`config.mk`:
```
export PLATFORM = sky130hd
export DESIGN_NAME = sorted_table_binary_search_core
export DESIGN_NICKNAME = d
export VERILOG_FILES = /design/src/rtl/stbs_pkg.sv /design/src/rtl/stbs_key_ram.sv /design/src/rtl/sorted_table_binary_search_core.sv
export SDC_FILE = /design/constraint.sdc
export NUM_CORES = 2
export LEC_CHECK = 0
export BUFFER_PORTS_ARGS = -buffer_cell sky130_fd_sc_hd__buf_2
export CORE_MARGIN = 8
export CORE_UTILIZATION = 38
export DETAILED_ROUTE_END_ITERATION = 10
export PLACE_DENSITY = 0.5
export SLEW_MARGIN = 20
export SYNTH_ARGS = -nofsm -noshare
export SYNTH_HDL_FRONTEND = slang
export SYNTH_SLANG_ARGS = --single-unit
```
`constraint.sdc`:
```
create_clock -name clock -period 3.6 [get_ports clock]
set_input_delay 0.72 -clock clock [delete_from_list [all_inputs] [get_ports clock]]
set_output_delay 0.72 -clock clock [all_outputs]
set_load 0.01 [all_outputs]
```
`src/rtl/stbs_pkg.sv`:
```
`timescale 1ns / 1ps
`default_nettype none
// ---------------------------------------------------------------------------
// Sorted table binary search package
// Beat types, operation codes and status codes shared by the search core.
// ---------------------------------------------------------------------------
package stbs_pkg;

   localparam int KEY_W = 32;
   localparam int POS_W = 7;

   // Operation codes carried by a request beat.
   localparam logic [1:0] OP_START  = 2'd0;
   localparam logic [1:0] OP_APPEND = 2'd1;
   localparam logic [1:0] OP_SEARCH = 2'd2;

   // Status codes carried by a response beat.
   localparam logic [1:0] STATUS_STORED  = 2'd0;
   localparam logic [1:0] STATUS_FOUND   = 2'd1;
   localparam logic [1:0] STATUS_MISSING = 2'd2;
   localparam logic [1:0] STATUS_FULL    = 2'd3;

   typedef struct packed {
      logic [1:0]              operation;
      logic signed [KEY_W-1:0] key_value;
   } req_type;

   typedef struct packed {
      logic [1:0]       status;
      logic [POS_W-1:0] position;
   } rsp_type;

endpackage
`default_nettype wire

```
`src/rtl/stbs_key_ram.sv`:
```
`timescale 1ns / 1ps
`default_nettype none
// ---------------------------------------------------------------------------
// Key table memory
// Single write port and single read port with a registered read.
// ---------------------------------------------------------------------------
module stbs_key_ram #(
   parameter int DEPTH = 64
) (
   input  wire logic                          clock,
   input  wire logic                          wr_en,
   input  wire logic [$clog2(DEPTH)-1:0]      wr_addr,
   input  wire logic [stbs_pkg::KEY_W-1:0]    wr_data,
   input  wire logic                          rd_en,
   input  wire logic [$clog2(DEPTH)-1:0]      rd_addr,
   output logic      [stbs_pkg::KEY_W-1:0]    rd_data
);

   logic [stbs_pkg::KEY_W-1:0] mem [DEPTH];

   // Write port.
   always_ff @(posedge clock) begin
      if (wr_en) begin
         mem[wr_addr] <= wr_data;
      end
   end

   // Registered read port.
   always_ff @(posedge clock) begin
      if (rd_en) begin
         rd_data <= mem[rd_addr];
      end
   end

endmodule
`default_nettype wire

```
`src/rtl/sorted_table_binary_search_core.sv`:
```
// Store and append beats pass through the hold state into the response register,
// and the next beat is accepted only once the core is back in idle. A search
// runs its probes in the read and compare states before the hold state, with at
// most floor(log2(DEPTH)) + 1 probes (7 for 64 entries);
// each probe is a key memory read plus a compare. A stalled response holds the core.
// Reset clears the entry count and control state; the key memory is not cleared.
`timescale 1ns / 1ps
`default_nettype none
// ---------------------------------------------------------------------------
// Sorted table binary search core
// Holds a table of signed keys that the user, not the core, keeps ascending, and finds keys by halving.
// ---------------------------------------------------------------------------
module sorted_table_binary_search_core #(
   parameter int DEPTH = 64
) (
   input  wire logic              clock,
   input  wire logic              reset,
   input  wire logic              req_valid,
   output logic                   req_ready,
   input  wire stbs_pkg::req_type req_data,
   output logic                   rsp_valid,
   input  wire logic              rsp_ready,
   output stbs_pkg::rsp_type      rsp_data
);

   localparam int AW   = $clog2(DEPTH);
   localparam int CNTW = $clog2(DEPTH + 1);
   localparam int BW   = $clog2(DEPTH + 2);

   typedef enum logic [3:0] {
      ST_IDLE = 4'b0001,
      ST_READ = 4'b0010,
      ST_CMP  = 4'b0100,
      ST_HOLD = 4'b1000
   } state_type;

   state_type                  state_ff, state_in;
   logic [CNTW-1:0]            count_ff, count_in;
   logic [BW-1:0]              low_ff, low_in;
   logic [BW-1:0]              high_ff, high_in;
   logic [BW-1:0]              mid_ff, mid_in;
   logic [stbs_pkg::KEY_W-1:0] key_ff, key_in;
   stbs_pkg::rsp_type          res_ff, res_in;
   logic                       rsp_valid_ff, rsp_valid_in;
   stbs_pkg::rsp_type          rsp_data_ff, rsp_data_in;

   logic                       accept;
   logic                       has_room;
   logic [BW:0]                bound_sum;
   logic [BW-1:0]              mid_calc;
   logic [BW-1:0]              low_next;
   logic [BW-1:0]              high_next;
   logic                       wr_en;
   logic [AW-1:0]              wr_addr;
   logic                       rd_en;
   logic [AW-1:0]              rd_addr;
   logic [stbs_pkg::KEY_W-1:0] rd_data;

   assign req_ready = (state_ff == ST_IDLE);
   assign accept    = req_valid && req_ready;
   assign has_room  = (count_ff < CNTW'(DEPTH));

   // Floor midpoint of the 1-based bounds, and the two candidate bounds.
   assign bound_sum = {1'b0, low_ff} + {1'b0, high_ff};
   assign mid_calc  = BW'(bound_sum >> 1);
   assign low_next  = mid_ff + BW'(1);
   assign high_next = mid_ff - BW'(1);

   // Memory port control: writes happen at acceptance, reads in the read state.
   assign wr_en   = accept && ((req_data.operation == stbs_pkg::OP_START) ||
                               ((req_data.operation == stbs_pkg::OP_APPEND) && has_room));
   assign wr_addr = (req_data.operation == stbs_pkg::OP_START) ? '0 : AW'(count_ff);
   assign rd_en   = (state_ff == ST_READ);
   assign rd_addr = AW'(mid_calc - BW'(1));

   stbs_key_ram #(
      .DEPTH (DEPTH)
   ) u_key_ram (
      .clock   (clock),
      .wr_en   (wr_en),
      .wr_addr (wr_addr),
      .wr_data (req_data.key_value),
      .rd_en   (rd_en),
      .rd_addr (rd_addr),
      .rd_data (rd_data)
   );

   // Sequencer: decode a request, run the probes, and hand off the result.
   always_comb begin
      state_in     = state_ff;
      count_in     = count_ff;
      low_in       = low_ff;
      high_in      = high_ff;
      mid_in       = mid_ff;
      key_in       = key_ff;
      res_in       = res_ff;
      rsp_valid_in = rsp_valid_ff && !rsp_ready;
      rsp_data_in  = rsp_data_ff;
      unique case (state_ff)
         ST_IDLE: begin
            if (req_valid) begin
               key_in   = req_data.key_value;
               low_in   = BW'(1);
               high_in  = BW'(count_ff);
               state_in = ST_HOLD;
               priority if (req_data.operation == stbs_pkg::OP_START) begin
                  count_in = CNTW'(1);
                  res_in   = '{status: stbs_pkg::STATUS_STORED,
                               position: stbs_pkg::POS_W'(1)};
               end else if (req_data.operation == stbs_pkg::OP_APPEND) begin
                  if (has_room) begin
                     count_in = count_ff + CNTW'(1);
                     res_in   = '{status: stbs_pkg::STATUS_STORED,
                                  position: stbs_pkg::POS_W'(count_ff + CNTW'(1))};
                  end else begin
                     res_in = '{status: stbs_pkg::STATUS_FULL, position: '0};
                  end
               end else if ((req_data.operation == stbs_pkg::OP_SEARCH) &&
                            (count_ff != '0)) begin
                  state_in = ST_READ;
               end else begin
                  res_in = '{status: stbs_pkg::STATUS_MISSING, position: '0};
               end
            end
         end
         ST_READ: begin
            mid_in   = mid_calc;
            state_in = ST_CMP;
         end
         ST_CMP: begin
            priority if (rd_data == key_ff) begin
               res_in   = '{status: stbs_pkg::STATUS_FOUND,
                            position: stbs_pkg::POS_W'(mid_ff)};
               state_in = ST_HOLD;
            end else if ($signed(rd_data) < $signed(key_ff)) begin
               low_in = low_next;
               if (low_next > high_ff) begin
                  res_in   = '{status: stbs_pkg::STATUS_MISSING, position: '0};
                  state_in = ST_HOLD;
               end else begin
                  state_in = ST_READ;
               end
            end else begin
               high_in = high_next;
               if (low_ff > high_next) begin
                  res_in   = '{status: stbs_pkg::STATUS_MISSING, position: '0};
                  state_in = ST_HOLD;
               end else begin
                  state_in = ST_READ;
               end
            end
         end
         ST_HOLD: begin
            if (!rsp_valid_ff || rsp_ready) begin
               rsp_valid_in = 1'b1;
               rsp_data_in  = res_ff;
               state_in     = ST_IDLE;
            end
         end
         default: begin
            state_in = ST_IDLE;
         end
      endcase
   end

   // Control registers.
   always_ff @(posedge clock) begin
      if (reset) begin
         state_ff     <= ST_IDLE;
         count_ff     <= '0;
         rsp_valid_ff <= 1'b0;
      end else begin
         state_ff     <= state_in;
         count_ff     <= count_in;
         rsp_valid_ff <= rsp_valid_in;
      end
   end

   // Payload registers.
   always_ff @(posedge clock) begin
      low_ff      <= low_in;
      high_ff     <= high_in;
      mid_ff      <= mid_in;
      key_ff      <= key_in;
      res_ff      <= res_in;
      rsp_data_ff <= rsp_data_in;
   end

   assign rsp_valid = rsp_valid_ff;
   assign rsp_data  = rsp_data_ff;

endmodule
`default_nettype wire

```
==> impl_metrics.py <==
metrics = {
    "outcome": {
        "status": "finished, violations left",
        "violations": "negative setup slack",
    },
    "power_and_ir_drop": {
        "p_switching_uw": 18200,
        "combPwrFrac_pct": 24.6,
        "power_density_mw_per_mm2": 656,
        "power_frac_seq_pct": 41.3,
        "switching_share_pct": 27.0,
        "power.internal_uw": 49400,
        "power.leakage_uw": 0.0341,
        "peakVddDrop_v": 0.000501,
        "power.total_uw": 67600,
        "clock_power_share_pct": 34.1,
    },
    "synth": {
        "netlist_top_cells_area": "edfxtp_1, mux4_2, mux2i_1",
        "synth_top_family_by_area": "multiplexers",
        "synthXorXnorAreaFrac_pct": 0.303,
        "yosys-top-cells-count": "edfxtp_1, mux4_2, mux2i_1, clkbuf_1, nor2_1",
        "post-synth-top-area-fraction_pct": 76.2,
        "syn_avg_cell_area_um2": 22.5,
        "synth_fa_ha_area_share_pct": 0.880,
        "synth-async-reset-ratio_pct": 0,
        "synth.most_common_cell": "edfxtp_1",
        "synth_compound_area_share_pct": 0.637,
        "synth-seq-cells": 2163,
        "synth_cells": 3760,
        "yosysUniqueCellTypes": 56,
        "synth_top_area_cell": "edfxtp_1",
        "syn_area_mm2": 0.0847,
        "synth-edff-count": 2151,
        "synth_warnings": 0,
        "ys_seq_area_share_pct": 76.5,
        "syn_nets": 3857,
        "synth_top_flop_cell": "edfxtp_1",
        "synth-simple-area-share_pct": 1.15,
        "synthMuxAreaShare_pct": 19.3,
    },
    "timing": {
        "setup_viol": 30,
        "min_period_over_period_pct": 105,
        "fmax_ghz": 0.265,
        "setup_ws_ns": -0.172,
        "drv_slew": 0,
        "worst_pin_slew_ns": 1.17,
        "slew_headroom_pct": 21.8,
        "fin_tns_setup_ns": -1.81,
        "final_hold_viol_count": 0,
        "fin_crit_ns": 3.77,
        "rsz0062_at_grt": "true",
        "fin_skew_ns": 0.0686,
    },
    "setup_path": {
        "cp_data_required_time_ns": 4.17,
        "crit_fanout": 11,
        "critPathCaptureType": "flip-flop",
        "slowest_delay_ns": 0.80,
        "start_kind": "flip-flop",
        "crit_chain": "and2_4 > fa_4 > inv_4 > ha_4 > buf_6 > buf_4 > buf_12 > mux4_2 > mux2i_2 > mux2i_2 > mux2i_4 > mux2i_1",
        "cp_data_arrival_time_ns": 4.34,
        "crit_top_cell": "mux2i_2",
        "critPathSlowestCell": "fa_4",
        "path_class": "reg -> reg",
    },
    "finish": {
        "drive_above_1_share_pct": 35.5,
        "regArea_mm2": 0.0648,
        "fin_cells": 7602,
        "fin_area_mm2": 0.103,
        "multiInputGateArea_mm2": 0.0201,
        "syn2layout_area_growth_pct": 21.7,
        "fillCellCount": 18442,
        "fin_util_pct": 46.5,
        "final_nets": 4520,
    },
    "drt": {
        "route.detailed.wl_per_inst_um": 30.7,
        "drtPass1Iterations": 5,
        "drt_wl_total_mm": 233,
        "ant_nets": 0,
        "drc": 0,
        "vias": 40946,
        "via_per_inst": 5.39,
        "first_iter_violations": 3728,
    },
    "cts": {
        "clk_pin_slew_ns": 0.07,
        "cts_tree": "built",
        "cts_buffer_depth": 3,
        "htreeDepth": 4,
        "cts_sinks": 2163,
        "root_buffer": "clkbuf_16",
        "insertion_delay_ns": 0.88,
        "cts-buffers-inserted": 225,
    },
    "place": {
        "dp_hpwl_mm": 137,
        "place_inst": 7059,
        "gp_congestion": 0.784,
        "port_buffers": 48,
        "placed_cell_area_mm2": 0.0933,
    },
    "global_route": {
        "grt_max_degree": 66,
        "grt-ovfl-total": 0,
        "grt_pass1_vias": 41897,
        "grtUsageTotal_pct": 19.2,
        "grt_pass1_wl_mm": 324,
        "antenna_found_initial": 10,
    },
    "die": {
        "dieArea_mm2": 0.238,
        "initial_core_util_pct": 38.2,
        "die_h_um": 488,
        "rows": 173,
        "design.core.area_mm2": 0.222,
        "die_x_um": 488,
        "pin_count": 49,
    },
    "job": {
        "maxCapViolCount": 0,
    },
    "worst_hold_path": {
        "hold_class": "in -> reg",
    },
}
[repair_timing]
action | in CTS | in global routing
cloned | 12 | 9
pin swaps | 1 | 9
hold buffers | 0 | 0
endpoints found under the setup margin | 41 | 105
setup buffers | 41 | 53
gates resized for setup | 118 | 96
[layout make-up]
type / count / share of cell area [%]
clock buffer: 266 / 5.61
inverter: 52 / 0.194
tap: 2975 / 3.61
antenna: 5 / 0.0121
sequential: 2163 / 62.9
timing repair buffer: 613 / 6.70
multi-input combinational: 1368 / 19.5
clock inverter: 160 / 1.51
[stage by stage]
step / worst slack, ns / hold slack (ns)
global placement: -0.667 / 0.408
finish: -0.172 / 0.126
global route: -0.208 / 0.0826
detailed placement: -0.734 / 0.407
floorplan: -0.347 / 0.400
CTS: -0.174 / 0.0328
[cells by family (layout without fill, tap and decap cells)]
family,count (synthesis),after routing
flip-flops,2163,2163
multiplexers,992,992
buffers and inverters,230,1091
AND/OR/NAND/NOR,207,208
AO/OA/AOI/OAI,87,87
adder cells (fa/ha/maj),59,59
XOR/XNOR,22,22
other,0,5
[power groups by stage]
| stage | combinational (µW) | clock (µW) | sequential, µW |
|---|---|---|---|
| after floorplan | 7690 | 0 | 28400 |
| after global placement | 14500 | 0 | 28400 |
| after detailed placement | 14500 | 0 | 28400 |
| after CTS | 16100 | 23600 | 27900 |
| after global routing | 17500 | 24500 | 27900 |
| final | 16700 | 23100 | 27900 |
[cells in the final DEF, fill, tap and decap left out, types with 7 or more instances in the layout]
cell type and instances:
buf_16 30, nor3_1 10, nand4_1 10, clkinv_1 64, mux4_2 512, clkinv_2 46, bufinv_16 22, clkbuf_1 41
dfxtp_1 12, nand2_1 30, ha_1 57, buf_12 114, clkbuf_16 233, inv_1 49, nor2_1 29, mux2i_2 76
mux2i_4 29, xnor2_1 7, edfxtp_1 2151, xor2_1 8, a21oi_1 33, nor2b_1 7, buf_2 46, buf_6 22
nand3_1 22, mux2i_1 375, o21ai_0 18, buf_4 382, nor2_4 64
[worst max-delay path: cells and delay by family (launching register included)]
kind | cells | cell delay, ns
fa+ha+maj | 2 | 1.14
buf+inv | 4 | 0.61
flops | 1 | 0.40
mux | 5 | 1.13
simple gates | 1 | 0.18
[registers in the layout (all words and copies together) (netlist names)]
name and count:
high_ff 7, key_ff 32, rsp_valid 1, u_key_ram.rd_data 32, count_ff 7, rsp_data 9, u_key_ram.mem 2048, low_ff 7
res_ff 9, mid_ff 7, state_ff 4
[metal layers]
layer,track usage (%),wire length (µm)
met2,30.5,110000
met4,4.79,5110
met3,3.11,13100
met5,0,23
met1,27.8,105000
[final timing paths]
| path | start | end | slack, ns | cells past startpoint |
|---|---|---|---|---|
| worst max register to register | high_ff[0] | u_key_ram.rd_data[6] | -0.17 | 12 |
| worst max-delay path | high_ff[0] | u_key_ram.rd_data[6] | -0.17 | 12 |
| worst min-delay path | req_data[11] | u_key_ram.mem[17][11] | 0.13 | 1 |
| worst min register to register | res_ff[4] | rsp_data[4] | 0.42 | 0 |
No activity file was read; power rests on OpenSTA's default activity.
